==> config.mk <==
export PLATFORM = sky130hd
export DESIGN_NAME = roi_luma_gamma_lut_top
export DESIGN_NICKNAME = d
export VERILOG_FILES = /design/src/rtl/rlg_pkg.sv /design/src/rtl/roi_luma_gamma_lut_top.sv /design/src/rtl/rlg_front.sv /design/src/rtl/rlg_fifo.sv /design/src/rtl/rlg_back.sv
export SDC_FILE = /design/constraint.sdc
export NUM_CORES = 2
export LEC_CHECK = 0
export ABC_AREA = 1
export BUFFER_PORTS_ARGS = -buffer_cell sky130_fd_sc_hd__buf_2
export CAP_MARGIN = 0
export CELL_PAD_IN_SITES_DETAIL_PLACEMENT = 1
export CELL_PAD_IN_SITES_GLOBAL_PLACEMENT = 1
export CORE_UTILIZATION = 56
export DETAILED_ROUTE_END_ITERATION = 12
export MAX_ROUTING_LAYER = met4
export PLACE_DENSITY = 0.95
export SLEW_MARGIN = 20
export SYNTH_ARGS = -nofsm -noshare
export SYNTH_HDL_FRONTEND = slang
export SYNTH_SLANG_ARGS = --single-unit
==> constraint.sdc <==
create_clock -name clk -period 9.78 [get_ports clk]
set_input_delay 0.489 -clock clk [delete_from_list [all_inputs] [get_ports clk]]
set_output_delay 0.489 -clock clk [all_outputs]
set_load 0.05 [all_outputs]
==> src/rtl/rlg_pkg.sv <==
// Package for the ROI luma gamma block: widths, register indexes, BT.601
// fixed-point coefficients, queue entry type and the shared arithmetic helpers.
// No dependencies.
`default_nettype none

package rlg_pkg;

  localparam int COEF_FRAC_BITS = 14;
  localparam int COORD_W        = 12;
  localparam int DIM_W          = 13;
  localparam int CFG_DATA_W     = 13;
  localparam int CFG_ADDR_W     = 3;
  localparam int PIX_W          = 8;
  localparam int IN_DATA_W      = 64;
  localparam int OUT_DATA_W     = 24;
  localparam int QUEUE_DEPTH    = 4;
  localparam int QPTR_W         = $clog2(QUEUE_DEPTH);
  localparam int QCNT_W         = $clog2(QUEUE_DEPTH + 1);

  // all products and sums carried as 25-bit signed, ample for 8-bit colours
  localparam int ACC_W = 25;
  localparam int DS_W  = ACC_W - COEF_FRAC_BITS;

  // register indexes on the configuration port
  localparam logic [CFG_ADDR_W-1:0] REG_ROI_LEFT    = 3'd0;
  localparam logic [CFG_ADDR_W-1:0] REG_ROI_TOP     = 3'd1;
  localparam logic [CFG_ADDR_W-1:0] REG_ROI_WIDTH   = 3'd2;
  localparam logic [CFG_ADDR_W-1:0] REG_ROI_HEIGHT  = 3'd3;
  localparam logic [CFG_ADDR_W-1:0] REG_WHOLE_IMAGE = 3'd4;
  localparam logic [CFG_ADDR_W-1:0] REG_FILL_BLUE   = 3'd5;
  localparam logic [CFG_ADDR_W-1:0] REG_FILL_GREEN  = 3'd6;
  localparam logic [CFG_ADDR_W-1:0] REG_FILL_RED    = 3'd7;

  localparam logic OP_PIXEL = 1'b0;
  localparam logic OP_TABLE = 1'b1;

  // coefficient = round(k * 2^F / 1000), k in thousandths
  localparam int K_YB  = ((114  << COEF_FRAC_BITS) + 500) / 1000;
  localparam int K_YG  = ((587  << COEF_FRAC_BITS) + 500) / 1000;
  localparam int K_YR  = ((299  << COEF_FRAC_BITS) + 500) / 1000;
  localparam int K_CR  = ((713  << COEF_FRAC_BITS) + 500) / 1000;
  localparam int K_CB  = ((564  << COEF_FRAC_BITS) + 500) / 1000;
  localparam int K_BCB = ((1773 << COEF_FRAC_BITS) + 500) / 1000;
  localparam int K_GCR = ((714  << COEF_FRAC_BITS) + 500) / 1000;
  localparam int K_GCB = ((344  << COEF_FRAC_BITS) + 500) / 1000;
  localparam int K_RCR = ((1403 << COEF_FRAC_BITS) + 500) / 1000;

  localparam logic signed [ACC_W-1:0] C_YB  = ACC_W'(K_YB);
  localparam logic signed [ACC_W-1:0] C_YG  = ACC_W'(K_YG);
  localparam logic signed [ACC_W-1:0] C_YR  = ACC_W'(K_YR);
  localparam logic signed [ACC_W-1:0] C_CR  = ACC_W'(K_CR);
  localparam logic signed [ACC_W-1:0] C_CB  = ACC_W'(K_CB);
  localparam logic signed [ACC_W-1:0] C_BCB = ACC_W'(K_BCB);
  localparam logic signed [ACC_W-1:0] C_GCR = ACC_W'(K_GCR);
  localparam logic signed [ACC_W-1:0] C_GCB = ACC_W'(K_GCB);
  localparam logic signed [ACC_W-1:0] C_RCR = ACC_W'(K_RCR);
  localparam logic signed [ACC_W-1:0] C_HALF  = ACC_W'(1 << (COEF_FRAC_BITS - 1));
  localparam logic signed [ACC_W-1:0] C_DELTA = ACC_W'(128 << COEF_FRAC_BITS);

  // queue entry: for a table write c0 is the index and c1 the value
  typedef struct packed {
    logic             wr;
    logic             gamma;
    logic [PIX_W-1:0] c0;
    logic [PIX_W-1:0] c1;
    logic [PIX_W-1:0] c2;
  } q_entry_t;

  // round half up then floor: arithmetic shift keeps negative values right
  function automatic logic signed [DS_W-1:0] descale(logic signed [ACC_W-1:0] v);
    logic signed [ACC_W-1:0] t;
    t = v + C_HALF;
    return t[ACC_W-1:COEF_FRAC_BITS];
  endfunction

  function automatic logic [PIX_W-1:0] sat8(logic signed [DS_W:0] v);
    if (v < 0) begin
      return '0;
    end else if (v > (DS_W+1)'(255)) begin
      return 8'hff;
    end
    return v[PIX_W-1:0];
  endfunction

  function automatic logic signed [ACC_W-1:0] uext(logic [PIX_W-1:0] v);
    return {{(ACC_W-PIX_W){1'b0}}, v};
  endfunction

endpackage : rlg_pkg

`default_nettype wire

==> src/rtl/roi_luma_gamma_lut_top.sv <==
// Path: an accepted item waits in the queue, then passes stages 1 to 6 of the back
// pipeline; stage 6 is the output register.
// Throughput: one item per cycle; table writes give no result.
// Rate is set by the back pipeline, which advances whenever the output is free.
// Reset (rst_n, synchronous, active low) restores the configuration registers
// and empties the queue and pipeline; gamma table contents are not cleared.
`default_nettype none

module roi_luma_gamma_lut_top (
  input  logic                               clk,
  input  logic                               rst_n,
  input  logic                               cfg_we,
  input  logic [rlg_pkg::CFG_ADDR_W-1:0]     cfg_addr,
  input  logic [rlg_pkg::CFG_DATA_W-1:0]     cfg_wdata,
  input  logic                               in_tvalid,
  output logic                               in_tready,
  // pixel_x, pixel_y, in_blue, in_green, in_red, table_index, table_value
  input  logic [rlg_pkg::IN_DATA_W-1:0]      in_tdata,
  // operation
  input  logic                               in_tuser,
  output logic                               out_tvalid,
  input  logic                               out_tready,
  // out_blue, out_green, out_red
  output logic [rlg_pkg::OUT_DATA_W-1:0]     out_tdata
);
  import rlg_pkg::*;

  q_entry_t q_din, q_head;
  logic     q_push, q_full, q_pop, q_valid;

  rlg_front u_front (
    .clk       (clk),
    .rst_n     (rst_n),
    .cfg_we    (cfg_we),
    .cfg_addr  (cfg_addr),
    .cfg_wdata (cfg_wdata),
    .in_tvalid (in_tvalid),
    .in_tready (in_tready),
    .in_tdata  (in_tdata),
    .in_tuser  (in_tuser),
    .q_full    (q_full),
    .q_push    (q_push),
    .q_din     (q_din)
  );

  rlg_fifo u_fifo (
    .clk       (clk),
    .rst_n     (rst_n),
    .push      (q_push),
    .din       (q_din),
    .full      (q_full),
    .pop       (q_pop),
    .head      (q_head),
    .not_empty (q_valid)
  );

  rlg_back u_back (
    .clk        (clk),
    .rst_n      (rst_n),
    .q_head     (q_head),
    .q_valid    (q_valid),
    .q_pop      (q_pop),
    .out_tvalid (out_tvalid),
    .out_tready (out_tready),
    .out_tdata  (out_tdata)
  );

endmodule : roi_luma_gamma_lut_top

`default_nettype wire

==> src/rtl/rlg_front.sv <==
// Front end: configuration registers, item intake and classification
// (table write, gamma pixel or fill pixel). Uses rlg_pkg.
`default_nettype none

module rlg_front (
  input  logic                               clk,
  input  logic                               rst_n,
  input  logic                               cfg_we,
  input  logic [rlg_pkg::CFG_ADDR_W-1:0]     cfg_addr,
  input  logic [rlg_pkg::CFG_DATA_W-1:0]     cfg_wdata,
  input  logic                               in_tvalid,
  output logic                               in_tready,
  input  logic [rlg_pkg::IN_DATA_W-1:0]      in_tdata,
  input  logic                               in_tuser,
  input  logic                               q_full,
  output logic                               q_push,
  output rlg_pkg::q_entry_t                  q_din
);
  import rlg_pkg::*;

  logic [COORD_W-1:0] roi_left_r, roi_top_r;
  logic [DIM_W-1:0]   roi_width_r, roi_height_r;
  logic               whole_image_r;
  logic [PIX_W-1:0]   fill_blue_r, fill_green_r, fill_red_r;

  always_ff @(posedge clk) begin
    if (!rst_n) begin
      roi_left_r    <= '0;
      roi_top_r     <= '0;
      roi_width_r   <= DIM_W'(4096);
      roi_height_r  <= DIM_W'(4096);
      whole_image_r <= 1'b1;
      fill_blue_r   <= '0;
      fill_green_r  <= '0;
      fill_red_r    <= '0;
    end else if (cfg_we) begin
      case (cfg_addr)
        REG_ROI_LEFT:    roi_left_r    <= cfg_wdata[COORD_W-1:0];
        REG_ROI_TOP:     roi_top_r     <= cfg_wdata[COORD_W-1:0];
        REG_ROI_WIDTH:   roi_width_r   <= cfg_wdata[DIM_W-1:0];
        REG_ROI_HEIGHT:  roi_height_r  <= cfg_wdata[DIM_W-1:0];
        REG_WHOLE_IMAGE: whole_image_r <= cfg_wdata[0];
        REG_FILL_BLUE:   fill_blue_r   <= cfg_wdata[PIX_W-1:0];
        REG_FILL_GREEN:  fill_green_r  <= cfg_wdata[PIX_W-1:0];
        REG_FILL_RED:    fill_red_r    <= cfg_wdata[PIX_W-1:0];
        default: ;
      endcase
    end
  end

  logic [COORD_W-1:0] px, py;
  logic [PIX_W-1:0]   pb, pg, pr, tidx, tval;
  logic [DIM_W:0]     x_end, y_end;
  logic               in_roi, gamma;

  assign px   = in_tdata[11:0];
  assign py   = in_tdata[23:12];
  assign pb   = in_tdata[31:24];
  assign pg   = in_tdata[39:32];
  assign pr   = in_tdata[47:40];
  assign tidx = in_tdata[55:48];
  assign tval = in_tdata[63:56];

  // end sums are carried in DIM_W+1 bits, so they never wrap and need no clip to the frame
  assign x_end  = {2'b00, roi_left_r} + {1'b0, roi_width_r};
  assign y_end  = {2'b00, roi_top_r} + {1'b0, roi_height_r};
  assign in_roi = (px >= roi_left_r) && ({2'b00, px} < x_end) &&
                  (py >= roi_top_r) && ({2'b00, py} < y_end);
  assign gamma  = whole_image_r | in_roi;

  assign in_tready = ~q_full;
  assign q_push    = in_tvalid & ~q_full;

  always_comb begin
    q_din.wr    = (in_tuser == OP_TABLE);
    q_din.gamma = gamma;
    if (in_tuser == OP_TABLE) begin
      q_din.c0 = tidx;
      q_din.c1 = tval;
      q_din.c2 = '0;
    end else if (gamma) begin
      q_din.c0 = pb;
      q_din.c1 = pg;
      q_din.c2 = pr;
    end else begin
      q_din.c0 = fill_blue_r;
      q_din.c1 = fill_green_r;
      q_din.c2 = fill_red_r;
    end
  end

endmodule : rlg_front

`default_nettype wire

==> src/rtl/rlg_fifo.sv <==
// Short queue of classified items between front and back end.
// Uses rlg_pkg for the entry type and depth.
`default_nettype none

module rlg_fifo (
  input  logic              clk,
  input  logic              rst_n,
  input  logic              push,
  input  rlg_pkg::q_entry_t din,
  output logic              full,
  input  logic              pop,
  output rlg_pkg::q_entry_t head,
  output logic              not_empty
);
  import rlg_pkg::*;

  q_entry_t           mem_r [QUEUE_DEPTH];
  logic [QPTR_W-1:0]  wptr_r, rptr_r;
  logic [QCNT_W-1:0]  cnt_r;
  logic               do_pop;

  assign full      = (cnt_r == QCNT_W'(QUEUE_DEPTH));
  assign not_empty = (cnt_r != '0);
  assign head      = mem_r[rptr_r];
  assign do_pop    = pop & not_empty;

  always_ff @(posedge clk) begin
    if (push) begin
      mem_r[wptr_r] <= din;
    end
  end

  always_ff @(posedge clk) begin
    if (!rst_n) begin
      wptr_r <= '0;
      rptr_r <= '0;
      cnt_r  <= '0;
    end else begin
      if (push) wptr_r <= wptr_r + 1'b1;
      if (do_pop) rptr_r <= rptr_r + 1'b1;
      if (push && !do_pop) begin
        cnt_r <= cnt_r + 1'b1;
      end else if (!push && do_pop) begin
        cnt_r <= cnt_r - 1'b1;
      end
    end
  end

endmodule : rlg_fifo

`default_nettype wire

==> src/rtl/rlg_back.sv <==
// Back end: six-stage colour pipeline (BGR->YCrCb, gamma lookup, YCrCb->BGR)
// with the gamma table memory and the output register. Uses rlg_pkg.
`default_nettype none

module rlg_back (
  input  logic                            clk,
  input  logic                            rst_n,
  input  rlg_pkg::q_entry_t               q_head,
  input  logic                            q_valid,
  output logic                            q_pop,
  output logic                            out_tvalid,
  input  logic                            out_tready,
  output logic [rlg_pkg::OUT_DATA_W-1:0]  out_tdata
);
  import rlg_pkg::*;

  logic en;

  // whole pipe moves together; the output register is the last stage
  assign en    = ~out_tvalid | out_tready;
  assign q_pop = en & q_valid;

  // stage 1: luma products
  logic                    v1_r, wr1_r, gam1_r;
  logic [PIX_W-1:0]        b1_r, g1_r, r1_r;
  logic signed [ACC_W-1:0] yacc1_r;
  // stage 2: luma
  logic                    v2_r, wr2_r, gam2_r;
  logic [PIX_W-1:0]        b2_r, g2_r, r2_r, y2_r;
  // stage 3: chroma products, table read/write
  logic                    v3_r, gam3_r;
  logic [PIX_W-1:0]        y3_r, memq_r;
  logic signed [ACC_W-1:0] cracc3_r, cbacc3_r;
  // stage 4: chroma, gamma-mapped luma
  logic                    v4_r;
  logic [PIX_W-1:0]        y4_r, cr4_r, cb4_r;
  // stage 5: inverse products
  logic                    v5_r;
  logic [PIX_W-1:0]        y5_r;
  logic signed [ACC_W-1:0] accb5_r, accg5_r, accr5_r;
  // stage 6: output
  logic [PIX_W-1:0]        ob_r, og_r, or_r;

  logic [PIX_W-1:0] gamma_mem [256];

  logic signed [DS_W-1:0]  ds_y, ds_cr, ds_cb, ds_b, ds_g, ds_r;
  logic signed [ACC_W-1:0] dry, dby, dcr, dcb;

  assign ds_y  = descale(yacc1_r);
  assign ds_cr = descale(cracc3_r);
  assign ds_cb = descale(cbacc3_r);
  assign ds_b  = descale(accb5_r);
  assign ds_g  = descale(accg5_r);
  assign ds_r  = descale(accr5_r);
  assign dry   = uext(r2_r) - uext(y2_r);
  assign dby   = uext(b2_r) - uext(y2_r);
  assign dcr   = uext(cr4_r) - ACC_W'(128);
  assign dcb   = uext(cb4_r) - ACC_W'(128);

  // table items are in order with pixels: a write here is seen by any later read
  always_ff @(posedge clk) begin
    if (en) begin
      if (v2_r && wr2_r) begin
        gamma_mem[b2_r] <= g2_r;
      end
      memq_r <= gamma_mem[y2_r];
    end
  end

  always_ff @(posedge clk) begin
    if (en) begin
      wr1_r   <= q_head.wr;
      gam1_r  <= q_head.gamma;
      b1_r    <= q_head.c0;
      g1_r    <= q_head.c1;
      r1_r    <= q_head.c2;
      yacc1_r <= uext(q_head.c0) * C_YB + uext(q_head.c1) * C_YG
               + uext(q_head.c2) * C_YR;

      wr2_r  <= wr1_r;
      gam2_r <= gam1_r;
      b2_r   <= b1_r;
      g2_r   <= g1_r;
      r2_r   <= r1_r;
      y2_r   <= sat8({ds_y[DS_W-1], ds_y});

      gam3_r   <= gam2_r;
      y3_r     <= y2_r;
      cracc3_r <= dry * C_CR + C_DELTA;
      cbacc3_r <= dby * C_CB + C_DELTA;

      y4_r  <= gam3_r ? memq_r : y3_r;
      cr4_r <= sat8({ds_cr[DS_W-1], ds_cr});
      cb4_r <= sat8({ds_cb[DS_W-1], ds_cb});

      y5_r    <= y4_r;
      accb5_r <= dcb * C_BCB;
      accg5_r <= -(dcr * C_GCR) - dcb * C_GCB;
      accr5_r <= dcr * C_RCR;

      ob_r <= sat8({4'b0000, y5_r} + {ds_b[DS_W-1], ds_b});
      og_r <= sat8({4'b0000, y5_r} + {ds_g[DS_W-1], ds_g});
      or_r <= sat8({4'b0000, y5_r} + {ds_r[DS_W-1], ds_r});
    end
  end

  always_ff @(posedge clk) begin
    if (!rst_n) begin
      v1_r       <= 1'b0;
      v2_r       <= 1'b0;
      v3_r       <= 1'b0;
      v4_r       <= 1'b0;
      v5_r       <= 1'b0;
      out_tvalid <= 1'b0;
    end else if (en) begin
      v1_r       <= q_valid;
      v2_r       <= v1_r;
      v3_r       <= v2_r & ~wr2_r;   // table writes retire here
      v4_r       <= v3_r;
      v5_r       <= v4_r;
      out_tvalid <= v5_r;
    end
  end

  assign out_tdata = {or_r, og_r, ob_r};

endmodule : rlg_back

`default_nettype wire
==> results.toml, run 1 <==
[logic_synthesis]
synth.most_common_cell = "edfxtp_1"
syn_area_per_cell_um2 = 11.0
synth_ff_type = "edfxtp_1"
seq_area_frac_synth_pct = 60.4
postSynthNetCount = 11898
yosys_warnings = 0
synth_common_cells = "2,355 x edfxtp_1, 1,696 x nand2_1, 1,196 x nand3_1, 1,165 x nor2_1, 924 x o21ai_0"
ys_ff_latch = 2445
synth_edf_count = 2355
yosys.area.top_type = "edfxtp_1"
synthCells = 10912
synth_top_area_share_pct = 58.9
synthDistinctLibCells = 61
synth_area_um2 = 120000
async_flop_share_pct = 0
synth_top_cells_by_area = "edfxtp_1 59%, ha_1 7.3%, nand2_1 5.3%"

[placed_design]
io_buffer_count = 111
dp_hpwl_um = 249000
gp_congestion = 0.924

[clock_tree]
cts_buffers = 241
cts.htree.levels = 4
cts_resized = 0
ctsHoldBuffers = 25
clk_path_buf_depth = 3
clock_sinks = 2445
post_cts_buffers = 0
cts_root_buffer = "clkbuf_16"

[sta]
crit_endpoint = "u_back.yacc1_r[20]$_DFFE_PN_/D"
worstEndpointType = "register data pin"

[global_routing]
grt_max_degree = 237
antenna_found_initial = 54

[die]
pin_count = 112
die_h_um = 465
start_util_pct = 56.5
dieWidth_um = 465
rows = 169

[run_status]
status = "aborted with a tool error"
first-error = "[ERROR GRT-0228] Horizontal edge usage exceeds the maximum allowed. (6, 19) usage=65535 limit=3000"
stop_stage = "5_1_grt"
[metrics by stage]
step           setup slack (ns)  util (%)  cells  cell area (um2)  hold WS [ns]
2_1_floorplan              2.90         -  10912           120000         0.400
3_3_place_gp               2.39      57.8  13406           123000         0.401
3_5_place_dp               1.92      57.8  13406           123000         0.411
4_1_cts                    1.42      61.7  13887           131000       0.00317
[kinds of logic after synthesis]
kind of cell             count (synthesis)  share of synthesized area, %
buffers and inverters                 1392                          4.64
adder cells (fa/ha/maj)                900                          10.6
multiplexers                             8                        0.0751
AO/OA/AOI/OAI                         1751                          7.91
XOR/XNOR                               222                          1.65
AND/OR/NAND/NOR                       4194                          14.7
flip-flops                            2445                          60.4
==> inputs of run 2 (changes only) <==
Settings changed: CELL_PAD_IN_SITES_DETAIL_PLACEMENT 1 to default, CELL_PAD_IN_SITES_GLOBAL_PLACEMENT 1 to default, CORE_UTILIZATION 56 to 40, MAX_ROUTING_LAYER met4 to default, PLACE_DENSITY 0.95 to default, PLACE_DENSITY_LB_ADDON from default to 0.15.
==> run 2 against run 1 <==
The run now ends clean. Synthesized cell count stayed put. Area after synthesis did not move.
==> results.toml, run 2 <==
[drt]
antenna_left = 0
drc = 0
drt-initial-drc-count = 6981
route.final.wire_length_um = 336000
vias = 81313
wire_per_inst_um = 22.3
via_per_inst = 5.40
drt-pass1-iter-count = 6

[die]
rows = 200
dieWidth_um = 550
pin_count = 112
fp.coreArea_um2 = 298000
dieArea_um2 = 302000
start_util_pct = 40.3
die_h_um = 550

[logic_synthesis]
synth_area_um2 = 120000
synth_edf_count = 2355
synthDistinctLibCells = 61
async_flop_share_pct = 0
synth_top_cells_by_area = "edfxtp_1 59%, ha_1 7.3%, nand2_1 5.3%"
synthCells = 10912
synth.most_common_cell = "edfxtp_1"
syn_area_per_cell_um2 = 11.0
seq_area_frac_synth_pct = 60.4
yosys.area.top_type = "edfxtp_1"
synth_common_cells = "2,355 x edfxtp_1, 1,696 x nand2_1, 1,196 x nand3_1, 1,165 x nor2_1, 924 x o21ai_0"
synth_ff_type = "edfxtp_1"
yosys_warnings = 0
postSynthNetCount = 11898
ys_ff_latch = 2445
synth_top_area_share_pct = 58.9

[sta]
fin_setup_tns_ns = 0
finalHoldViolCount = 0
rsz0062_at_grt = "no"
slew_viol_final = 0
fin_crit_sh_pct = 76.3
clock.fmax_mhz = 134
layout_min_cycle_time_ns = 7.46
worstMarginPinSlew_ns = 1.12
hold_ws_ns = 0.0857
setup_viol = 0
finClkSkew_ns = 0.0437
slew_headroom_pct = 25.1

[clock_tree]
cts_root_buffer = "clkbuf_16"
clock_sinks = 2445
cts.htree.levels = 5
cts_tree = "done"
clkSlewWorstSetupHoldPaths_ns = 0.06
cts_buffers = 275
post_cts_buffers = 0
clock_latency_ns = 0.90
clk_path_buf_depth = 4

[worst_setup_path]
required_ns = 10.40
critPathSlowestCell = "a32oi_1"
critical-path-max-stage-delay_ns = 0.67
cp_max_fo = 20
start_kind = "register"
crit_type = "register to register"
cp_num_buf_inv = 6
worst_ep_arrival_time_ns = 8.09
worstSetupEndpointType = "register"
r2r_slack_ns = 2.32
r2r-end = "u_back.yacc1_r[21]"
rr_worst_depth = 27
cp_top_family = "adder cells"

[global_routing]
antenna_found_initial = 12
grt_pass1_wl_um = 505000
grtUsageTotal_pct = 21.9
grt_overflow = 0
grt_pass1_vias = 80163
grt_max_degree = 187

[finish]
mostFrequentLayoutCells = "2,355 x edfxtp_1, 1,688 x nand2_1, 1,188 x nand3_1"
mostFrequentLayoutCell = "edfxtp_1"
largest_reg_flops = 2048
area_growth_pct = 11.1
drive_above_1_share_pct = 6.04
reg.largest.list = "u_back.gamma_mem: 2048 flops, u_fifo.mem_r: 104 flops"
layout.nets = 11887
max_flop_register = "u_back.gamma_mem"

[placed_design]
io_buffer_count = 111
gp_congestion = 0.881
dp_hpwl_um = 205000

[worst_hold_path]
hold_path.startpoint = "in_tdata[38]"
min_to = "u_fifo.mem_r[2][14]"
worstHoldPathCells = 5
hold_class = "input pin to register"

[run_status]
status = "finished clean"

[job]
maxCapViolations = 0
==> run 2: final cells by class <==
type	instances	area [um2]
antenna	2	5.00
sequential	2445	72500
inverter	867	3300
timing repair buffer	237	1770
fill	27275	164000
clock buffer	333	7200
tap	3939	4930
multi-input combinational	7075	42000
clock inverter	162	1560
==> run 2: worst register-to-register path: cells and delay by family (launching register included) <==
kind	cells	cell delay [ns]
xor gates and xnor gates	2	0.31
DFF	1	0.30
adders and majority gates	7	2.97
and+or+nand+nor	4	0.29
AOI/OAI and AO/OA	8	2.13
buffers and inverters	6	1.21
==> run 2: cell families after synthesis <==
logic type	Yosys count	share of synthesized area [%]
compound gates	1751	7.91
xor+xnor	222	1.65
fa+ha+maj	900	10.6
buf+inv	1392	4.64
flops	2445	60.4
mux	8	0.0751
simple gates	4194	14.7
==> run 2: per-layer routing <==
layer	vias to the layer above	wire, um	track usage (%)	share of wire [%]
met5	-	27	0	0.0080
met1	40010	150000	30.6	45
met2	2399	154000	35.1	46
li1	38378	-	-	-
met3	522	20300	3.01	6.0
met4	4	11300	7.43	3.4
==> run 2: what timing repair did <==
action / 4_1_cts / 5_1_grt
endpoints found under the setup margin: 0 / 0
endpoints found under the hold margin: 67 / 0
gates resized for setup: 0 / 0
hold buffers: 25 / 0
==> run 2: how the worst max path moves through the flow <==
stage	to	slack (ns)	cells past startpoint
detailed placement	u_back.yacc1_r[21]	2.33	27
CTS	u_back.yacc1_r[21]	2.28	27
finish	u_back.yacc1_r[21]	2.32	27
floorplan	u_back.gamma_mem[112][0]	2.90	8
global route	u_back.yacc1_r[20]	1.75	33
global placement	u_back.yacc1_r[21]	2.40	29
==> run 2: metrics by stage <==
| stage | util, % | instance area, um2 | setup slack, ns | std cells |
|---|---|---|---|---|
| final | 44.8 | 133000 | 2.32 | 15060 |
| after global routing | 44.8 | 133000 | 1.75 | 15059 |
| after CTS | 44.8 | 133000 | 2.28 | 15058 |
| after detailed placement | 41.8 | 124000 | 2.33 | 14538 |
| after global placement | 41.8 | 124000 | 2.40 | 14538 |
| after floorplan | - | 120000 | 2.90 | 10912 |
Power of run 2 is not shown: default switching activity piles up to over one toggle a cycle in this logic, so the estimate is an artifact.
